`src/hdl/flc_pkg.sv`:
```
// Shared types and constants for the full linear convolution engine.
package flc_pkg;

    // Fixed field widths
    localparam int VALUE_W    = 16;
    localparam int TAP_IDX_W  = 4;
    localparam int TAP_CNT_W  = 5;
    localparam int PROD_W     = 2 * VALUE_W;
    localparam int SUM_W      = 36;

    // Input mode codes
    localparam logic MODE_LOAD   = 1'b0;
    localparam logic MODE_SAMPLE = 1'b1;

    // Queue between front and back
    localparam int QUEUE_DEPTH = 4;
    localparam int QPTR_W      = 2;
    localparam int QCNT_W      = QPTR_W + 1;

    // Classified operation carried through the queue
    typedef enum logic [1:0] {
        OP_LOAD,
        OP_SAMPLE,
        OP_SAMPLE_EOS
    } flc_op_t;

    typedef struct packed {
        flc_op_t                op;
        logic [TAP_IDX_W-1:0]   tap_index;
        logic [VALUE_W-1:0]     value;
    } flc_entry_t;

endpackage

```
`src/hdl/flc_queue.sv`:
```
// Short FIFO that decouples the front end from the filter back end.
module flc_queue (
    input  logic                aclk,
    input  logic                aresetn,
    input  logic                push,
    input  flc_pkg::flc_entry_t push_entry,
    output logic                full,
    input  logic                pop,
    output logic                not_empty,
    output flc_pkg::flc_entry_t head
);

    flc_pkg::flc_entry_t              slot_reg [flc_pkg::QUEUE_DEPTH];
    logic [flc_pkg::QPTR_W-1:0]       wr_ptr_reg, wr_ptr_next;
    logic [flc_pkg::QPTR_W-1:0]       rd_ptr_reg, rd_ptr_next;
    logic [flc_pkg::QCNT_W-1:0]       count_reg, count_next;
    logic                             do_push, do_pop;

    assign full      = (count_reg == flc_pkg::QCNT_W'(flc_pkg::QUEUE_DEPTH));
    assign not_empty = (count_reg != '0);
    assign head      = slot_reg[rd_ptr_reg];

    assign do_push = push && !full;
    assign do_pop  = pop && not_empty;

    // Advance pointers and occupancy
    always_comb begin
        wr_ptr_next = do_push ? wr_ptr_reg + 1'b1 : wr_ptr_reg;
        rd_ptr_next = do_pop  ? rd_ptr_reg + 1'b1 : rd_ptr_reg;
        count_next  = count_reg;
        if (do_push && !do_pop) begin
            count_next = count_reg + 1'b1;
        end else if (do_pop && !do_push) begin
            count_next = count_reg - 1'b1;
        end
    end

    always_ff @(posedge aclk) begin
        if (!aresetn) begin
            wr_ptr_reg <= '0;
            rd_ptr_reg <= '0;
            count_reg  <= '0;
        end else begin
            wr_ptr_reg <= wr_ptr_next;
            rd_ptr_reg <= rd_ptr_next;
            count_reg  <= count_next;
        end
    end

    // Store the incoming word
    always_ff @(posedge aclk) begin
        if (do_push) begin
            slot_reg[wr_ptr_reg] <= push_entry;
        end
    end

endmodule

```
`config.mk`:
```
export PLATFORM = sky130hd
export DESIGN_NAME = flc_queue
export DESIGN_NICKNAME = d
export VERILOG_FILES = /design/src/hdl/flc_pkg.sv /design/src/hdl/flc_queue.sv
export SDC_FILE = /design/constraint.sdc
export NUM_CORES = 1
export LEC_CHECK = 0
export BUFFER_PORTS_ARGS = -buffer_cell sky130_fd_sc_hd__buf_4
export CORE_ASPECT_RATIO = 0.7
export CORE_UTILIZATION = 50
export DETAILED_ROUTE_END_ITERATION = 7
export PLACE_DENSITY_LB_ADDON = 0.15
export SYNTH_ARGS = -nofsm -noshare
export SYNTH_HDL_FRONTEND = slang
export SYNTH_SLANG_ARGS = --single-unit
```
`constraint.sdc`:
```
create_clock -name aclk -period 2.5 [get_ports aclk]
set_input_delay 0.375 -clock aclk [delete_from_list [all_inputs] [get_ports aclk]]
set_output_delay 0.375 -clock aclk [all_outputs]
set_load 0.03 [all_outputs]
```
======== After elaboration in Yosys (flattened, before gate mapping) ========
Memory sizes are Yosys's and may differ from the RTL's. A register that Yosys moved wholly into a read port is not among the register bits.
Index checks and enable logic that the tools add are counted.
word-level totals
  bits in registers ....................... 7
  RAM bits ................................ 88
  bits of input ports ..................... 26
  word-level logic and storage cells ...... 24
  memories ................................ 1
operators by class
  $add $sub $neg .......................... 4
  eq/ne operators ......................... 1
  mux-type cells .......................... 6
  reduce and logical (&&, ||, !) cells .... 9
memory list
  name      words  width  read ports  clocked after memory_dff  wr ports  line             source
  slot_reg  4      22     1           1                         1         flc_queue.sv:13  flc_pkg::flc_entry_t slot_reg [flc_pkg::QUEUE_DEPTH];
operator list
  kind                   number
  $mux W3                2
  $add A2 B1 Y2 const B  2
  $logic_and A1 B1 Y1    4
  $mux W2                2
  $add A3 B1 Y3 const B  1
  $eq A3 B3 Y1 const B   1
  $logic_not A1 Y1       3
  $reduce_bool A3 Y1     1
  $sub A3 B1 Y3 const B  1
  $mux W1                2
  $reduce_bool A2 Y1     1

======== Longest topological paths before layout ========
Gate-level depths: netlist of the first run.
  depth after elaboration ................. 7
  depth in mapped cells ................... 9
  mapped depth without buffers ............ 8

======== Worst setup path after synthesis of the first run ========
OpenSTA, ideal clock, no wires.
  path type ............................... register to register
  start ................................... reg count_reg[2] (netlist bit)
  end ..................................... reg count_reg[2] (netlist bit)
  setup time .............................. 0.070 ns
  arrival time ............................ 2.046 ns
  required time ........................... 2.430 ns
  path slack .............................. 0.384 ns
  cell stages (with the launch flop) ...... 10
  path buffers ............................ 1
  cells stage by stage .................... dfxtp_1 -> nor3b_2 -> nor2b_1 -> buf_6 -> ha_1 -> inv_1 -> fa_1 -> xor2_1 -> or3_1 -> a21boi_1
between the ends
  longest elaborated chain between the ends .. 6
  elaborated cells between the ends (all ways) .. 14
  those cells by class .................... add/sub: 2; eq/ne: 1; mux: 2; reduce/logical: 9
RTL lines
  element                       line             source
  start: declaration            flc_queue.sv:16  logic [flc_pkg::QCNT_W-1:0] count_reg, count_next;
  start signal: assignment      flc_queue.sv:46  count_reg <= count_next;
  $eq A3 B3 Y1 (*)              flc_queue.sv:19  assign full = (count_reg == flc_pkg::QCNT_W'(flc_pkg::QUEUE_DEPTH));
  net full                      flc_queue.sv:7   output logic full,
  $logic_not A1 Y1 (*)          flc_queue.sv:23  assign do_push = push && !full;
  $logic_and A1 B1 Y1 (*)       flc_queue.sv:23
  net do_push                   flc_queue.sv:17  logic do_push, do_pop;
  $logic_not A1 Y1              flc_queue.sv:33  end else if (do_pop && !do_push) begin
  $logic_and A1 B1 Y1           flc_queue.sv:33
  $reduce_bool A2 Y1 (no line)  --
Mark *: on every way through the listed nets, which the timed path passes. The rest lies on a longest branch. The select of a mux whose other input is x is not followed.
A chain may end at the register's enable or synchronous reset.

======== Final worst setup path of the first run ========
  start ................................... reg count_reg[1] (netlist bit)
  end ..................................... reg count_reg[2] (netlist bit)
between the ends
  longest elaborated chain between the ends .. 6
  elaborated cells between the ends (all ways) .. 14
  those cells by class .................... add/sub: 2; eq/ne: 1; mux: 2; reduce/logical: 9
RTL lines
  element
  parallel branches: the longest is 6 deep, another holds $sub A3 B1 Y3
Parallel ways; which one is timed is not known. The select of a mux whose other input is x is not followed.

==> metrics.md, run 1 <==
| Metric | Value |
|---|---|
| Status | completed |
| Area grow syn2layout | 19.5% |
| Crit path DAT | 2.49 ns |
| CP Buf/Inv Count | 1 |
| Clock-pin slew on the worst setup and hold paths | 0.09 ns |
| CTS Hold Bufs | 0 |
| Crit-path cells | o31ai_2 -> ha_1 -> inv_1 -> fa_1 -> xor2_1 -> or3_1 -> a21boi_1 |
| Routed WL | 6000 um |
| Row Count | 25 |
| CTS tree | done |
| Clock skew | 0.00818 ns |
| Critical-path maximum fanout | 6 |
| Via count | 1,724 |
| Deepest clock path buffer count | 2 |
| Pre-Repair DR Iteration Count | 4 |
| CTS root buffer | clkbuf_8 |
| Initial antenna violation count | 0 |
| DR WL/cell | 18.3 um |
| Reg2Reg Depth | 7 |
| Post-route DRC | 0 |
| Max-capacitance violation count | 0 |
| Synth Cell Area | 3660 um^2 |
| Total CTS buffers | 9 |
| Vias in the first global route | 1,920 |
| DP HPWL | 4220 um |
| DR vias/cell | 5.27 |
| Iter 0 DRT Violations | 32 |
| Port Buffers | 49 |
| Number of synthesized flops with an enable pin | 88 |
| Share of layout cells above drive strength 1 | 43.8% |
| Final hold vios | 0 |
| Total GRT Usage | 17.6% |
| Syn_area_per_cell | 22.6 um^2 |
| Post-synth ARST share | 0% |
| CTS resizes | 0 |
| Remaining antenna violation count | 0 |
| Top FF cell, synth | edfxtp_1 |
| LEAKAGE | 1.52 nW |
| Nets | 260 |
| Startpoint types | register |
| DP Worst Slack | 0.289 ns |
| CP required | 2.77 ns |
| Cell family with most CP delay | adder cells |
| Initial Util | 53.0% |
| Clk sinks | 97 |
| Minimum clock period | 2.22 ns |
| Tcrit/Tclk final | 88.9% |
| Critical Path End Type | register |
| Worst vdd ir | 0.580 mV |
| Synth Instances | 162 |
| Overflow after GRT | 0 |
| Hold path depth | 1 |
| Commonest non-fill, non-tap cell in the layout | edfxtp_1 |
| Antenna cells | 0 |
| Worst slew pin tran | 0.379 ns |
| Post-Syn Nets | 194 |
| Post-CTS setup buffer count | 0 |
| PnR worst setup slack | 0.278 ns |
| Routability cong. | 0.740 |
| WS Path Type | reg2reg |
| WHS | 0.218 ns |
| Crit-path slowest cell | dfxtp_1 |
| DIE HEIGHT | 73.6 um |
| Final core utilization | 63.3% |
| RSZ-0062 raised after global routing | no |
| Core area | 6910 um^2 |
| Seq/Total Area, Yosys | 77.1% |
| Post-synthesis register bit count | 97 |
| Normalized max-slew margin | 74.3% |
| Max FFs per register | 88 |
| Worst path depth | 7 |
| Worst hold-check path type | in2reg |
| Final number of max-transition violations | 0 |
| CP peak stage delay | 0.40 ns |
| Overall die width | 104 um |
| Final setup fails | 0 |
| Clk_lat worst skew | 0.35 ns |
| PwrDens | 1010 nW/um^2 |
| Fin Setup TNS | 0 ns |
| Most frequent cells in the layout | edfxtp_1 (88), buf_4 (60), mux4_2 (22) |
| H-tree depth | 3 |
| Total power | 4.44 mW |
| First-pass GRT wire length | 9540 um |
| Warnings from Yosys | 0 |
| Post-synthesis cell type count | 22 |
| Die ar. | 7680 um^2 |
| Highest attainable clock frequency | 450 MHz |
| Boundary pin count | 50 |
| Largest net degree at the start of global routing | 23 |
cells in the mapped netlist (all sizes together) (2+ instances only):
cell type	n	share of area, %
nand2	4	0.41
ha	5	1.7
xnor2	3	0.72
dfxtp	9	4.9
mux4	22	14
inv	3	0.31
buf	5	1.2
nor2b	2	0.34
mux2i	3	0.82
and2	8	1.4
or3	2	0.38
edfxtp	88	72
power breakdown:
| part | switching, mW | leakage [nW] | internal (mW) |
|---|---|---|---|
| registers | 0.0840 | 0.881 | 1.97 |
| logic | 0.826 | 0.553 | 0.680 |
| clock network | 0.506 | 0.0866 | 0.365 |
cells by family after synthesis:
kind of cell,Yosys count,synth area share (%)
multiplexers,25,14.3
adder cells (fa/ha/maj),6,2.25
XOR/XNOR,4,0.957
flip-flops,97,77.1
AO/OA/AOI/OAI,4,0.922
AND/OR/NAND/NOR,17,2.84
buffers and inverters,9,1.61
routing by layer:
layer	vias up	part of all wire (%)	track usage, %	wire length (um)
met5	-	0	0	0
li1	786	-	-	-
met2	41	50	29.5	2980
met3	11	3.8	5.15	227
met1	886	45	21.7	2690
met4	0	1.7	7.94	104
cell type report:
type,count,area [um^2]
sequential,97,2820
clock inverter,6,43.8
clock buffer,10,128
multi-input combinational,56,781
inverter,3,11.3
fill,479,2540
timing repair buffer,61,470
tap,94,118
per-stage QoR:
stage               cell area (um^2)  std cells
global route                    4380        327
finish                          4380        327
floorplan                       3660        162
CTS                             4380        327
global placement                4200        311
detailed placement              4200        311
path summary, 6_finish.rpt:
kind                                end  slack, ns                       start
max reg2reg   count_reg[2]$_SDFFE_PN0P_       0.28   count_reg[1]$_SDFFE_PN0P_
min           slot_reg[3][12]$_DFFE_PP_       0.22              push_entry[12]
min reg2reg  wr_ptr_reg[1]$_SDFFE_PN0P_       0.52  wr_ptr_reg[1]$_SDFFE_PN0P_
max           count_reg[2]$_SDFFE_PN0P_       0.28   count_reg[1]$_SDFFE_PN0P_
No activity file was read; power rests on OpenSTA's default activity.
==> run 2, diff against run 1 <==
--- a/config.mk
+++ b/config.mk
@@ -7,6 +7,7 @@
 export LEC_CHECK = 0
 export BUFFER_PORTS_ARGS = -buffer_cell sky130_fd_sc_hd__buf_4
 export CORE_ASPECT_RATIO = 0.7
+export CORE_MARGIN = 2
 export CORE_UTILIZATION = 50
 export DETAILED_ROUTE_END_ITERATION = 7
 export PLACE_DENSITY_LB_ADDON = 0.15
==> constraint.sdc (replaced) <==
create_clock -name aclk -period 2.5 [get_ports aclk]
set_input_delay 0.375 -clock aclk [delete_from_list [all_inputs] [get_ports aclk]]
set_output_delay 0.375 -clock aclk [all_outputs]
set_load 0.1 [all_outputs]
==> metrics.md, run 2 (same netlist as run 1, synthesis figures left out) <==
| Metric | Value |
|---|---|
| RSZ-0062 raised after global routing | no |
| H-tree depth | 3 (unchanged) |
| Critical Path End Type | output port |
| Crit-path slowest cell | mux4_2 |
| Antenna cells | 0 (unchanged) |
| Share of layout cells above drive strength 1 | 45.2% (+1.4 points) |
| Worst slew pin tran | 0.418 ns (+0.0392 ns) |
| Area grow syn2layout | 20.5% |
| Pre-Repair DR Iteration Count | 4 (unchanged) |
| Crit-path cells | buf_12 -> mux4_2 -> buf_4 |
| Nets | 257 (-1.2%) |
| Total CTS buffers | 9 (unchanged) |
| Port Buffers | 49 (unchanged) |
| Initial Util | 50.9% (-2.0 points) |
| Hold path start | push_entry[4] |
| Final setup fails | 0 (unchanged) |
| Clk sinks | 97 (unchanged) |
| First-pass GRT wire length | 8940 um (-6.2%) |
| CTS root buffer | clkbuf_8 |
| Iter 0 DRT Violations | 73 (+130%) |
| Total GRT Usage | 15.8% (-1.8 points) |
| Clk_lat worst skew | 0.34 ns (about the same) |
| Highest attainable clock frequency | 447 MHz (-0.72%) |
| Remaining antenna violation count | 0 (unchanged) |
| Commonest non-fill, non-tap cell in the layout | edfxtp_1 |
| DR vias/cell | 5.21 (-1.2%) |
| WS Path Type | reg2out |
| Max FFs per register | 88 (unchanged) |
| Row Count | 26 (+4.0%) |
| Fin Setup TNS | 0 ns (unchanged) |
| Status | completed |
| CTS Hold Bufs | 0 (unchanged) |
| DP HPWL | 3830 um (-9.2%) |
| Crit path DAT | 1.86 ns (-0.63 ns) |
| Die ar. | 8040 um^2 (+4.7%) |
| Vias in the first global route | 1,751 (-8.8%) |
| Clock skew | 0.00712 ns (-0.00105 ns) |
| Startpoint types | register |
| Max-capacitance violation count | 0 (unchanged) |
| Post-CTS setup buffer count | 0 (unchanged) |
| Core area | 7190 um^2 (+4.0%) |
| Deepest clock path buffer count | 2 (unchanged) |
| Boundary pin count | 50 (unchanged) |
| Initial antenna violation count | 0 (unchanged) |
| Largest net degree at the start of global routing | 17 (-26%) |
| CTS resizes | 0 (unchanged) |
| Minimum clock period | 2.24 ns (+0.0161 ns) |
| CP peak stage delay | 0.53 ns (+0.13 ns) |
| Overflow after GRT | 0 (unchanged) |
| CP required | 2.12 ns (-0.65 ns) |
| Final number of max-transition violations | 0 (unchanged) |
| Routed WL | 5830 um (-2.7%) |
| Via count | 1,709 (-0.87%) |
| Clock-pin slew on the worst setup and hold paths | 0.08 ns (about the same) |
| Tcrit/Tclk final | 89.5% (+0.64 points) |
| Worst hold-check path type | in2reg |
| Final hold vios | 0 (unchanged) |
| DR WL/cell | 17.8 um (-3.0%) |
| CTS tree | done |
| DIE HEIGHT | 75.6 um (+2.7%) |
| R2r startpoint | count_reg[2]$_SDFFE_PN0P_ |
| Most frequent cells in the layout | edfxtp_1 (88), buf_4 (54), mux4_2 (22) |
| Critical-path maximum fanout | 16 (+10) |
| Overall die width | 106 um (+1.9%) |
| Routability cong. | 0.686 (-7.4%) |
| Normalized max-slew margin | 72.1% (-2.2 points) |
| Post-route DRC | 0 (unchanged) |
-- run 2: cell count changes in the layout (fill, tap and decap cells not counted), moves of 2 or more --
cell and delta:
dfxtp_2 +2, buf_4 -6, dfxtp_1 -3, buf_12 +3
-- run 2: path summary, 6_finish.rpt --
check | endpoint | slack [ns] | cells after the start
worst max-delay path | head[9] | 0.26 | 3
worst max register to register | count_reg[2]$_SDFFE_PN0P_ | 0.41 | 8
worst min-delay path | slot_reg[2][4]$_DFFE_PP_ | 0.22 | 1
worst min register to register | wr_ptr_reg[1]$_SDFFE_PN0P_ | 0.50 | 2
-- run 2: cell type report --
type                       instances  area (um^2)
timing repair buffer              58          485
inverter                           3         11.3
clock buffer                      10          128
tap                               98          123
sequential                        97         2830
clock inverter                     6         35.0
multi-input combinational         56          802
fill                             527         2780
-- run 2: per-layer routing --
layer	vias to the layer above	share of wire (%)	GRT usage, %
met4	0	0.87	4.39
met5	-	0	0
met1	885	41	17.6
met3	7	4.8	6.93
met2	38	53	28.4
li1	779	-	-
-- run 2: per-stage QoR --
step	instance area [um^2]	setup WS (ns)	hold WS [ns]	util [%]	std cells
3_5_place_dp	4250	0.401	0.496	59.1	312
4_1_cts	4410	0.212	0.200	61.4	328
5_1_grt	4410	0.151	0.195	61.4	328
2_1_floorplan	3690	0.0160	0.468	-	162
6_report	4410	0.262	0.224	61.4	328
3_3_place_gp	4250	0.527	0.483	59.1	312
-- run 2: worst max-delay path, delay by kind of cell (launching register included) --
kind                   cells  cell delay, ns
buffers and inverters      2            0.48
DFF                        1            0.50
muxes                      1            0.53
Power of run 2 is left out: the tool's default activity adds up to more than one toggle a clock period on the data nets, which glitch-free logic cannot reach.
